===== src/rtl/q16_16_fixed_point_alu_top_macros.svh =====
// Assertion macros for the Q16.16 fixed-point ALU.
`ifndef Q16_16_FIXED_POINT_ALU_TOP_MACROS_SVH
`define Q16_16_FIXED_POINT_ALU_TOP_MACROS_SVH

`ifndef ASSERT_OFF
`define Q16_ASSERT_SAME(label, clk, rst_n, ante, cons, msg) \
  label: assert property (@(posedge clk) disable iff (!rst_n) (ante) |-> (cons)) \
    else $error(msg);
`define Q16_ASSERT_NEXT(label, clk, rst_n, ante, cons, msg) \
  label: assert property (@(posedge clk) disable iff (!rst_n) (ante) |=> (cons)) \
    else $error(msg);
`else
`define Q16_ASSERT_SAME(label, clk, rst_n, ante, cons, msg)
`define Q16_ASSERT_NEXT(label, clk, rst_n, ante, cons, msg)
`endif

`endif


===== src/rtl/q16alu_pkg.sv =====
// Types and constants shared by the Q16.16 fixed-point ALU modules.
package q16alu_pkg;

  localparam int DATA_W     = 32;
  localparam int SQRT_ITERS = 16;
  localparam logic [DATA_W-1:0] SQRT_BIT0 = 32'h4000_0000;

  typedef enum logic [2:0] {
    OP_ADD   = 3'd0,
    OP_SUB   = 3'd1,
    OP_NEG   = 3'd2,
    OP_MUL   = 3'd3,
    OP_DIV   = 3'd4,
    OP_TRUNC = 3'd5,
    OP_ROUND = 3'd6,
    OP_SQRT  = 3'd7
  } op_t;

  typedef enum logic [2:0] {
    S_IDLE,
    S_START,
    S_DIV,
    S_SQRT,
    S_DONE
  } state_t;

  typedef struct packed {
    logic load;
    logic start;
    logic div_step;
    logic sqrt_step;
    logic emit;
  } dp_cmd_t;

  typedef struct packed {
    op_t  op;
    logic b_zero;
  } dp_status_t;

endpackage


===== src/rtl/q16alu_if.sv =====
// Valid/ready channel interfaces for operand and result transfers.
interface q16alu_in_if;
  logic               valid;
  logic               ready;
  logic [2:0]         op;
  logic signed [31:0] operand_a;
  logic signed [31:0] operand_b;

  modport source (output valid, output op, output operand_a, output operand_b, input ready);
  modport sink   (input valid, input op, input operand_a, input operand_b, output ready);
endinterface

interface q16alu_out_if;
  logic               valid;
  logic               ready;
  logic signed [31:0] result;
  logic               div_by_zero;
  logic               overflow;

  modport source (output valid, output result, output div_by_zero, output overflow,
                  input ready);
  modport sink   (input valid, input result, input div_by_zero, input overflow,
                  output ready);
endinterface


===== src/rtl/q16alu_ctrl.sv =====
// Sequencing state machine of the fixed-point ALU: handshakes and iteration count.
module q16alu_ctrl #(
  parameter int FRAC_BITS = 16
) (
  input  logic                    clk,
  input  logic                    rst_n,
  input  logic                    in_valid,
  output logic                    in_ready,
  output logic                    out_valid,
  input  logic                    out_ready,
  input  q16alu_pkg::dp_status_t  status,
  output q16alu_pkg::dp_cmd_t     cmd
);
  import q16alu_pkg::*;

  localparam int DW = DATA_W + FRAC_BITS;
  localparam int CW = $clog2(DW);

  state_t          state_r, state_nxt;
  logic [CW-1:0]   cnt_r, cnt_nxt;
  logic            out_valid_r, out_valid_nxt;

  always_ff @(posedge clk) begin
    if (!rst_n) begin
      state_r     <= S_IDLE;
      cnt_r       <= '0;
      out_valid_r <= 1'b0;
    end else begin
      state_r     <= state_nxt;
      cnt_r       <= cnt_nxt;
      out_valid_r <= out_valid_nxt;
    end
  end

  always_comb begin
    state_nxt     = state_r;
    cnt_nxt       = cnt_r;
    out_valid_nxt = out_valid_r && !out_ready;
    cmd           = '0;
    in_ready      = 1'b0;
    case (state_r)
      S_IDLE: begin
        in_ready = 1'b1;
        if (in_valid) begin
          cmd.load  = 1'b1;
          state_nxt = S_START;
        end
      end
      S_START: begin
        cmd.start = 1'b1;
        if (status.op == OP_DIV && !status.b_zero) begin
          cnt_nxt   = CW'(DW - 1);
          state_nxt = S_DIV;
        end else if (status.op == OP_SQRT) begin
          cnt_nxt   = CW'(SQRT_ITERS - 1);
          state_nxt = S_SQRT;
        end else begin
          state_nxt = S_DONE;
        end
      end
      S_DIV: begin
        cmd.div_step = 1'b1;
        cnt_nxt      = cnt_r - 1'b1;
        if (cnt_r == '0) state_nxt = S_DONE;
      end
      S_SQRT: begin
        cmd.sqrt_step = 1'b1;
        cnt_nxt       = cnt_r - 1'b1;
        if (cnt_r == '0) state_nxt = S_DONE;
      end
      S_DONE: begin
        if (!out_valid_r || out_ready) begin
          cmd.emit      = 1'b1;
          out_valid_nxt = 1'b1;
          state_nxt     = S_IDLE;
        end
      end
      default: begin
        state_nxt = S_IDLE;
      end
    endcase
  end

  assign out_valid = out_valid_r;

endmodule


===== src/rtl/q16alu_dp.sv =====
// Datapath of the fixed-point ALU: operand regs, multiplier, divider, root, result mux.
module q16alu_dp #(
  parameter int FRAC_BITS = 16
) (
  input  logic                    clk,
  input  q16alu_pkg::dp_cmd_t     cmd,
  output q16alu_pkg::dp_status_t  status,
  input  logic [2:0]              in_op,
  input  logic signed [31:0]      in_a,
  input  logic signed [31:0]      in_b,
  output logic signed [31:0]      out_result,
  output logic                    out_div_by_zero,
  output logic                    out_overflow
);
  import q16alu_pkg::*;

  localparam int DW = DATA_W + FRAC_BITS;
  localparam logic [DATA_W:0] HALF = (DATA_W+1)'(1) << (FRAC_BITS - 1);

  op_t                      op_r, op_nxt;
  logic signed [DATA_W-1:0] a_r, a_nxt, b_r, b_nxt;
  logic signed [63:0]       prod_r, prod_nxt;
  logic [DATA_W-1:0]        rem_r, rem_nxt, dsr_r, dsr_nxt;
  logic [DW-1:0]            dvd_r, dvd_nxt;
  logic [DATA_W-1:0]        val_r, val_nxt, root_r, root_nxt, bit_r, bit_nxt;
  logic signed [DATA_W-1:0] res_r, res_nxt;
  logic                     dz_r, dz_nxt, ovf_r, ovf_nxt;

  logic [DATA_W-1:0]        mag_a, mag_b, trunc_mag, round_mag, mag_sel, root_bit;
  logic [DATA_W:0]          trial, round_sum;
  logic                     trial_ge, sqrt_ge, q_neg, q_hi_nz;
  logic signed [63:0]       shifted;

  always_ff @(posedge clk) begin
    op_r   <= op_nxt;
    a_r    <= a_nxt;
    b_r    <= b_nxt;
    prod_r <= prod_nxt;
    rem_r  <= rem_nxt;
    dsr_r  <= dsr_nxt;
    dvd_r  <= dvd_nxt;
    val_r  <= val_nxt;
    root_r <= root_nxt;
    bit_r  <= bit_nxt;
    res_r  <= res_nxt;
    dz_r   <= dz_nxt;
    ovf_r  <= ovf_nxt;
  end

  assign mag_a     = a_r[DATA_W-1] ? (~a_r + 1'b1) : a_r;
  assign mag_b     = b_r[DATA_W-1] ? (~b_r + 1'b1) : b_r;
  assign trial     = {rem_r, dvd_r[DW-1]};
  assign trial_ge  = trial >= {1'b0, dsr_r};
  assign root_bit  = root_r + bit_r;
  assign sqrt_ge   = val_r >= root_bit;
  assign trunc_mag = mag_a >> FRAC_BITS;
  assign round_sum = {1'b0, mag_a} + HALF;
  assign round_mag = DATA_W'(round_sum >> FRAC_BITS);
  assign mag_sel   = (op_r == OP_TRUNC) ? trunc_mag : round_mag;
  assign shifted   = prod_r >>> FRAC_BITS;
  assign q_neg     = a_r[DATA_W-1] ^ b_r[DATA_W-1];
  assign q_hi_nz   = |dvd_r[DW-1:DATA_W];

  assign status.op     = op_r;
  assign status.b_zero = (b_r == '0);

  always_comb begin
    op_nxt   = op_r;
    a_nxt    = a_r;
    b_nxt    = b_r;
    prod_nxt = prod_r;
    rem_nxt  = rem_r;
    dsr_nxt  = dsr_r;
    dvd_nxt  = dvd_r;
    val_nxt  = val_r;
    root_nxt = root_r;
    bit_nxt  = bit_r;
    res_nxt  = res_r;
    dz_nxt   = dz_r;
    ovf_nxt  = ovf_r;

    if (cmd.load) begin
      op_nxt = op_t'(in_op);
      a_nxt  = in_a;
      b_nxt  = in_b;
    end

    if (cmd.start) begin
      prod_nxt = 64'(a_r) * 64'(b_r);
      rem_nxt  = '0;
      dsr_nxt  = mag_b;
      dvd_nxt  = {mag_a, {FRAC_BITS{1'b0}}};
      val_nxt  = a_r;
      root_nxt = '0;
      bit_nxt  = SQRT_BIT0;
    end

    if (cmd.div_step) begin
      rem_nxt = trial_ge ? DATA_W'(trial - {1'b0, dsr_r}) : DATA_W'(trial);
      dvd_nxt = {dvd_r[DW-2:0], trial_ge};
    end

    if (cmd.sqrt_step) begin
      if (sqrt_ge) begin
        val_nxt  = val_r - root_bit;
        root_nxt = (root_r >> 1) + bit_r;
      end else begin
        root_nxt = root_r >> 1;
      end
      bit_nxt = bit_r >> 2;
    end

    if (cmd.emit) begin
      dz_nxt  = 1'b0;
      ovf_nxt = 1'b0;
      case (op_r)
        OP_ADD: res_nxt = a_r + b_r;
        OP_SUB: res_nxt = a_r - b_r;
        OP_NEG: res_nxt = -a_r;
        OP_MUL: begin
          res_nxt = shifted[DATA_W-1:0];
          ovf_nxt = !((&shifted[63:DATA_W-1]) || !(|shifted[63:DATA_W-1]));
        end
        OP_DIV: begin
          if (b_r == '0) begin
            dz_nxt = 1'b1;
            if (a_r[DATA_W-1])   res_nxt = 32'sh8000_0000;
            else if (a_r != '0)  res_nxt = 32'sh7FFF_FFFF;
            else                 res_nxt = '0;
          end else if (q_neg) begin
            res_nxt = -dvd_r[DATA_W-1:0];
            ovf_nxt = q_hi_nz || (dvd_r[DATA_W-1] && (|dvd_r[DATA_W-2:0]));
          end else begin
            res_nxt = dvd_r[DATA_W-1:0];
            ovf_nxt = q_hi_nz || dvd_r[DATA_W-1];
          end
        end
        OP_TRUNC, OP_ROUND: begin
          res_nxt = a_r[DATA_W-1] ? -mag_sel : mag_sel;
        end
        OP_SQRT: begin
          if (!a_r[DATA_W-1] && a_r != '0) res_nxt = root_r << (FRAC_BITS / 2);
          else                             res_nxt = '0;
        end
        default: res_nxt = '0;
      endcase
    end
  end

  assign out_result      = res_r;
  assign out_div_by_zero = dz_r;
  assign out_overflow    = ovf_r;

endmodule


===== src/rtl/q16_16_fixed_point_alu_top.sv =====
// Each item is loaded in IDLE and prepared in START; a div with a nonzero divisor then runs the
// divider loop and a sqrt the root loop, and DONE waits for a free output register to take the result.
// One item at a time: a new item is accepted only after DONE has emitted the last one;
// the radix-2 divider loop gives one quotient bit a cycle and the root loop has 16 steps.
// A finished result waits in the output register while the next item is accepted.
// Synchronous active-low reset clears the state machine and the output valid.
`include "q16_16_fixed_point_alu_top_macros.svh"
module q16_16_fixed_point_alu_top #(
  parameter int FRAC_BITS = 16
) (
  input  logic           clk,
  input  logic           rst_n,
  q16alu_in_if.sink      in_ch,
  q16alu_out_if.source   out_ch
);
  import q16alu_pkg::*;

  dp_cmd_t    cmd;
  dp_status_t status;

  q16alu_ctrl #(.FRAC_BITS(FRAC_BITS)) u_ctrl (
    .clk       (clk),
    .rst_n     (rst_n),
    .in_valid  (in_ch.valid),
    .in_ready  (in_ch.ready),
    .out_valid (out_ch.valid),
    .out_ready (out_ch.ready),
    .status    (status),
    .cmd       (cmd)
  );

  q16alu_dp #(.FRAC_BITS(FRAC_BITS)) u_dp (
    .clk             (clk),
    .cmd             (cmd),
    .status          (status),
    .in_op           (in_ch.op),
    .in_a            (in_ch.operand_a),
    .in_b            (in_ch.operand_b),
    .out_result      (out_ch.result),
    .out_div_by_zero (out_ch.div_by_zero),
    .out_overflow    (out_ch.overflow)
  );

  // one item in flight: no second transfer right after the first
  `Q16_ASSERT_NEXT(a_busy_after_in, clk, rst_n, in_ch.valid && in_ch.ready, !in_ch.ready, "input taken while busy")
  // result register only loaded when free or being drained
  `Q16_ASSERT_SAME(a_emit_slot, clk, rst_n, cmd.emit, !out_ch.valid || out_ch.ready, "result overwritten")
  `Q16_ASSERT_NEXT(a_emit_valid, clk, rst_n, cmd.emit, out_ch.valid, "result not shown after emit")
  `Q16_ASSERT_SAME(a_idle_no_iter, clk, rst_n, in_ch.ready, !cmd.div_step && !cmd.sqrt_step, "iterating while idle")

endmodule


===== src/flat_wrapper.sv =====
// flat-port wrapper written by rule: the top's interface ports become plain ports
module q16_16_fixed_point_alu_top_flat import q16alu_pkg::*;
#(
  parameter int FRAC_BITS = 16
)
  (clk, rst_n, in_ch_valid, in_ch_op, in_ch_operand_a, in_ch_operand_b, in_ch_ready, out_ch_valid, out_ch_result, out_ch_div_by_zero, out_ch_overflow, out_ch_ready);
  q16alu_in_if in_ch_i ();
  q16alu_out_if out_ch_i ();
  input  logic clk;
  input  logic rst_n;
  input wire logic [$bits(in_ch_i.valid)-1:0] in_ch_valid;
  input wire logic [$bits(in_ch_i.op)-1:0] in_ch_op;
  input wire logic [$bits(in_ch_i.operand_a)-1:0] in_ch_operand_a;
  input wire logic [$bits(in_ch_i.operand_b)-1:0] in_ch_operand_b;
  output wire logic [$bits(in_ch_i.ready)-1:0] in_ch_ready;
  output wire logic [$bits(out_ch_i.valid)-1:0] out_ch_valid;
  output wire logic [$bits(out_ch_i.result)-1:0] out_ch_result;
  output wire logic [$bits(out_ch_i.div_by_zero)-1:0] out_ch_div_by_zero;
  output wire logic [$bits(out_ch_i.overflow)-1:0] out_ch_overflow;
  input wire logic [$bits(out_ch_i.ready)-1:0] out_ch_ready;
  assign in_ch_i.valid = in_ch_valid;
  assign in_ch_i.op = in_ch_op;
  assign in_ch_i.operand_a = in_ch_operand_a;
  assign in_ch_i.operand_b = in_ch_operand_b;
  assign in_ch_ready = in_ch_i.ready;
  assign out_ch_valid = out_ch_i.valid;
  assign out_ch_result = out_ch_i.result;
  assign out_ch_div_by_zero = out_ch_i.div_by_zero;
  assign out_ch_overflow = out_ch_i.overflow;
  assign out_ch_i.ready = out_ch_ready;
  q16_16_fixed_point_alu_top #(.FRAC_BITS(FRAC_BITS)) u_core (.clk(clk), .rst_n(rst_n), .in_ch(in_ch_i), .out_ch(out_ch_i));
endmodule

===== config.mk =====
export PLATFORM = sky130hd
export DESIGN_NAME = q16_16_fixed_point_alu_top_flat
export DESIGN_NICKNAME = d
export VERILOG_FILES = /design/src/rtl/q16alu_pkg.sv /design/src/rtl/q16alu_if.sv /design/src/rtl/q16alu_ctrl.sv /design/src/rtl/q16alu_dp.sv /design/src/rtl/q16_16_fixed_point_alu_top.sv /design/src/flat_wrapper.sv
export VERILOG_INCLUDE_DIRS = /design/src /design/src/rtl
export SDC_FILE = /design/constraint.sdc
export NUM_CORES = 2
export LEC_CHECK = 0
export ABC_AREA = 1
export CORE_MARGIN = 2
export CORE_UTILIZATION = 65
export CTS_CLUSTER_SIZE = 24
export DETAILED_ROUTE_END_ITERATION = 8
export DONT_BUFFER_PORTS = 1
export PLACE_DENSITY = 0.81
export SYNTH_ARGS = -nofsm -noshare
export SYNTH_HDL_FRONTEND = slang
export SYNTH_SLANG_ARGS = --single-unit

===== constraint.sdc =====
create_clock -name clk -period 19.3 [get_ports clk]
set_input_delay 0.965 -clock clk [delete_from_list [all_inputs] [get_ports clk]]
set_output_delay 0.965 -clock clk [all_outputs]
set_load 0.01 [all_outputs]

==> out/qor.yml <==
timing:
  hold_viol_final: 0
  worst_pin_slew_ps: 1080
  maxSlewViolCount: 0
  fin_tns_setup_ps: 0
  rsz0062_at_grt: "false"
  finalCritPeriodShare_pct: 45.2
  finalCriticalPeriod_ps: 8710
  finalClockSkew_ps: 40.5
  clock.fmax_ghz: 0.115
  timing.hold.ws_ps: 436
  setup_violations: 0
  slew_headroom_pct: 28.2
placed_design:
  gp_congestion: 1.03
  io_buffers: 0
  hpwl_um: 147000
detailed_routing:
  route.detailed.drc: 0
  drtPass1Iterations: 8
  vias_per_cell: 5.85
  post_drt_wl_per_cell_um: 21.9
  ant_nets: 0
  drt_iter0_drc: 5084
  wirelength_um: 192000
  route.vias.total: 51400
global_routing:
  overflow: 0
  grt_antenna_before_repair: 5
  grt_max_degree: 89
  grt_pass1_vias: 54200
  grtUsageTotal_pct: 40.2
  grt_first_pass_wirelength_um: 302000
clock_tree:
  cts.reportedPaths.clkPinSlew_ps: 70
  cts_tree: "built"
  cts.hold.buffers_added: 0
  cts.sinks: 351
  cts-buffers-inserted: 42
  cts_root_buffer: "clkbuf_16"
  cts_max_level: 2
  cts_resized: 0
  clk-insertion-delay-late_ps: 620
  post-cts-setup-buffer-count: 0
  clock_path_buffers: 3
synth:
  synth_edf_count: 308
  synth-seq-area-share_pct: 16.3
  avgSynthCellArea_um2: 8.06
  syn_inst: 7691
  ys.flop_type: "edfxtp_1"
  synth_seq_cells: 351
  ys_async_sr_fraction_pct: 0
  syn-num-nets: 9164
  syn_area_um2: 62000
  yosysUniqueCellTypes: 64
  yosysWarnings: 0
critical_path:
  endpoint_kind: "flop"
  crit_top_cell: "inv_1"
  critPathKind: "flop to flop"
  worstSetupStartpointType: "flop"
  worstPathMaxFanout: 20
  worst_ep_required_time_ps: 19640
  max_stage_delay_ps: 970
  critPathSlowestCell: "fa_1"
  cp.arrival_ps: 9050
floorplanning:
  coreArea_um2: 94700
  dieArea_um2: 97900
  die_h_um: 313
  pin_count: 107
  die_width_um: 313
  start_util_pct: 65.5
  num_rows: 113
layout:
  finalNetCount: 8960
  layout_common_cells: "inv_1 (1,934), nand2_1 (1,786), fa_1 (1,084)"
  final_common_cell: "inv_1"
  layout-drive-gt1-share_pct: 3.43
  area_growth_pct: 3.56
  fillers: 7773
status:
  status: "finished, final reports clean"
run:
  maxCapViolations: 0
hold_path:
  hp-class: "input pin to flop"
registers in the layout, indices dropped and copies added, names as in the netlist, 16 cells and up:
| signal | cells |
|---|---|
| u_core.u_dp.dvd_r | 48 |
| u_core.u_dp.b_r | 32 |
| u_core.u_dp.val_r | 32 |
| u_core.u_dp.rem_r | 32 |
| u_core.u_dp.prod_r | 48 |
| u_core.u_dp.bit_r | 16 |
| u_core.u_dp.a_r | 32 |
| u_core.u_dp.root_r | 32 |
| u_core.u_dp.dsr_r | 32 |
| u_core.u_dp.out_result | 32 |
per-layer routing:
metal | vias to the layer above | GRT usage, % | part of all wire [%]
met1 | 25100 | 51.4 | 37
met4 | 2 | 20.2 | 6.0
met2 | 2881 | 65.7 | 47
met5 | - | 0 | 0.0068
li1 | 22700 | - | -
met3 | 763 | 7.83 | 10
through the flow:
stage | std cells | cell area (um^2) | setup WS (ps) | util [%]
detailed placement | 8708 | 62900 | 10740 | 66.4
global route | 8787 | 64200 | 10130 | 67.8
CTS | 8784 | 64200 | 10670 | 67.8
finish | 8787 | 64200 | 10590 | 67.8
floorplan | 7691 | 62000 | 10710 | -
global placement | 8708 | 62900 | 10830 | 66.4
path summary, 6_finish.rpt:
check | from | endpoint | slack [ps] | cells after the start
worst max-delay path | u_core.u_dp.b_r[9] | u_core.u_dp.prod_r[61] | 10590 | 27
worst min-delay path | in_ch_operand_b[2] | u_core.u_dp.b_r[2] | 440 | 0
worst max register to register | u_core.u_dp.b_r[9] | u_core.u_dp.prod_r[61] | 10590 | 27
worst min register to register | u_core.u_ctrl.state_r[0] | u_core.u_ctrl.state_r[0] | 490 | 2
worst max-delay path: cells and delay by family, from the launching register on:
kind | cells | cell delay (ps)
compound gates | 1 | 210
xor+xnor | 1 | 90
fa+ha+maj | 9 | 5070
buf+inv | 10 | 1350
flops | 1 | 700
simple gates | 6 | 970
synth_stat cells, drive strengths merged, types with 93 or more instances:
library cell | number | share of area [%]
edfxtp | 308 | 15
xor2 | 160 | 2.3
ha | 318 | 6.4
a21oi | 325 | 2.6
inv | 1944 | 12
nor2 | 368 | 2.5
clkbuf | 206 | 1.2
buf | 130 | 1.0
fa | 1084 | 35
o21ai | 396 | 3.3
nand2 | 1800 | 11
xnor2 | 93 | 1.3
nand3 | 143 | 1.3
area by class of cell:
type	instances	area (um^2)	area share (%)
Multi-Input combinational cell	5056	43300	67.3
Sequential cell	351	10100	15.7
Inverter	1948	7310	11.4
Tap cell	1265	1580	2.46
Clock buffer	46	1070	1.66
Timing Repair Buffer	88	661	1.03
Clock inverter	30	243	0.378
Antenna cell	3	7.51	0.0117
kinds of logic after synthesis:
group	Yosys count	share of synthesized area [%]
and+or+nand+nor	2496	16.5
xor gates and xnor gates	253	3.57
adders and majority gates	1402	41.4
AOI/OAI and AO/OA	905	8.15
DFF	351	16.3
buffers and inverters	2284	14.0
Power is left out: the tool's default activity adds up to more than one toggle a clock period on the data nets, which glitch-free logic cannot reach.
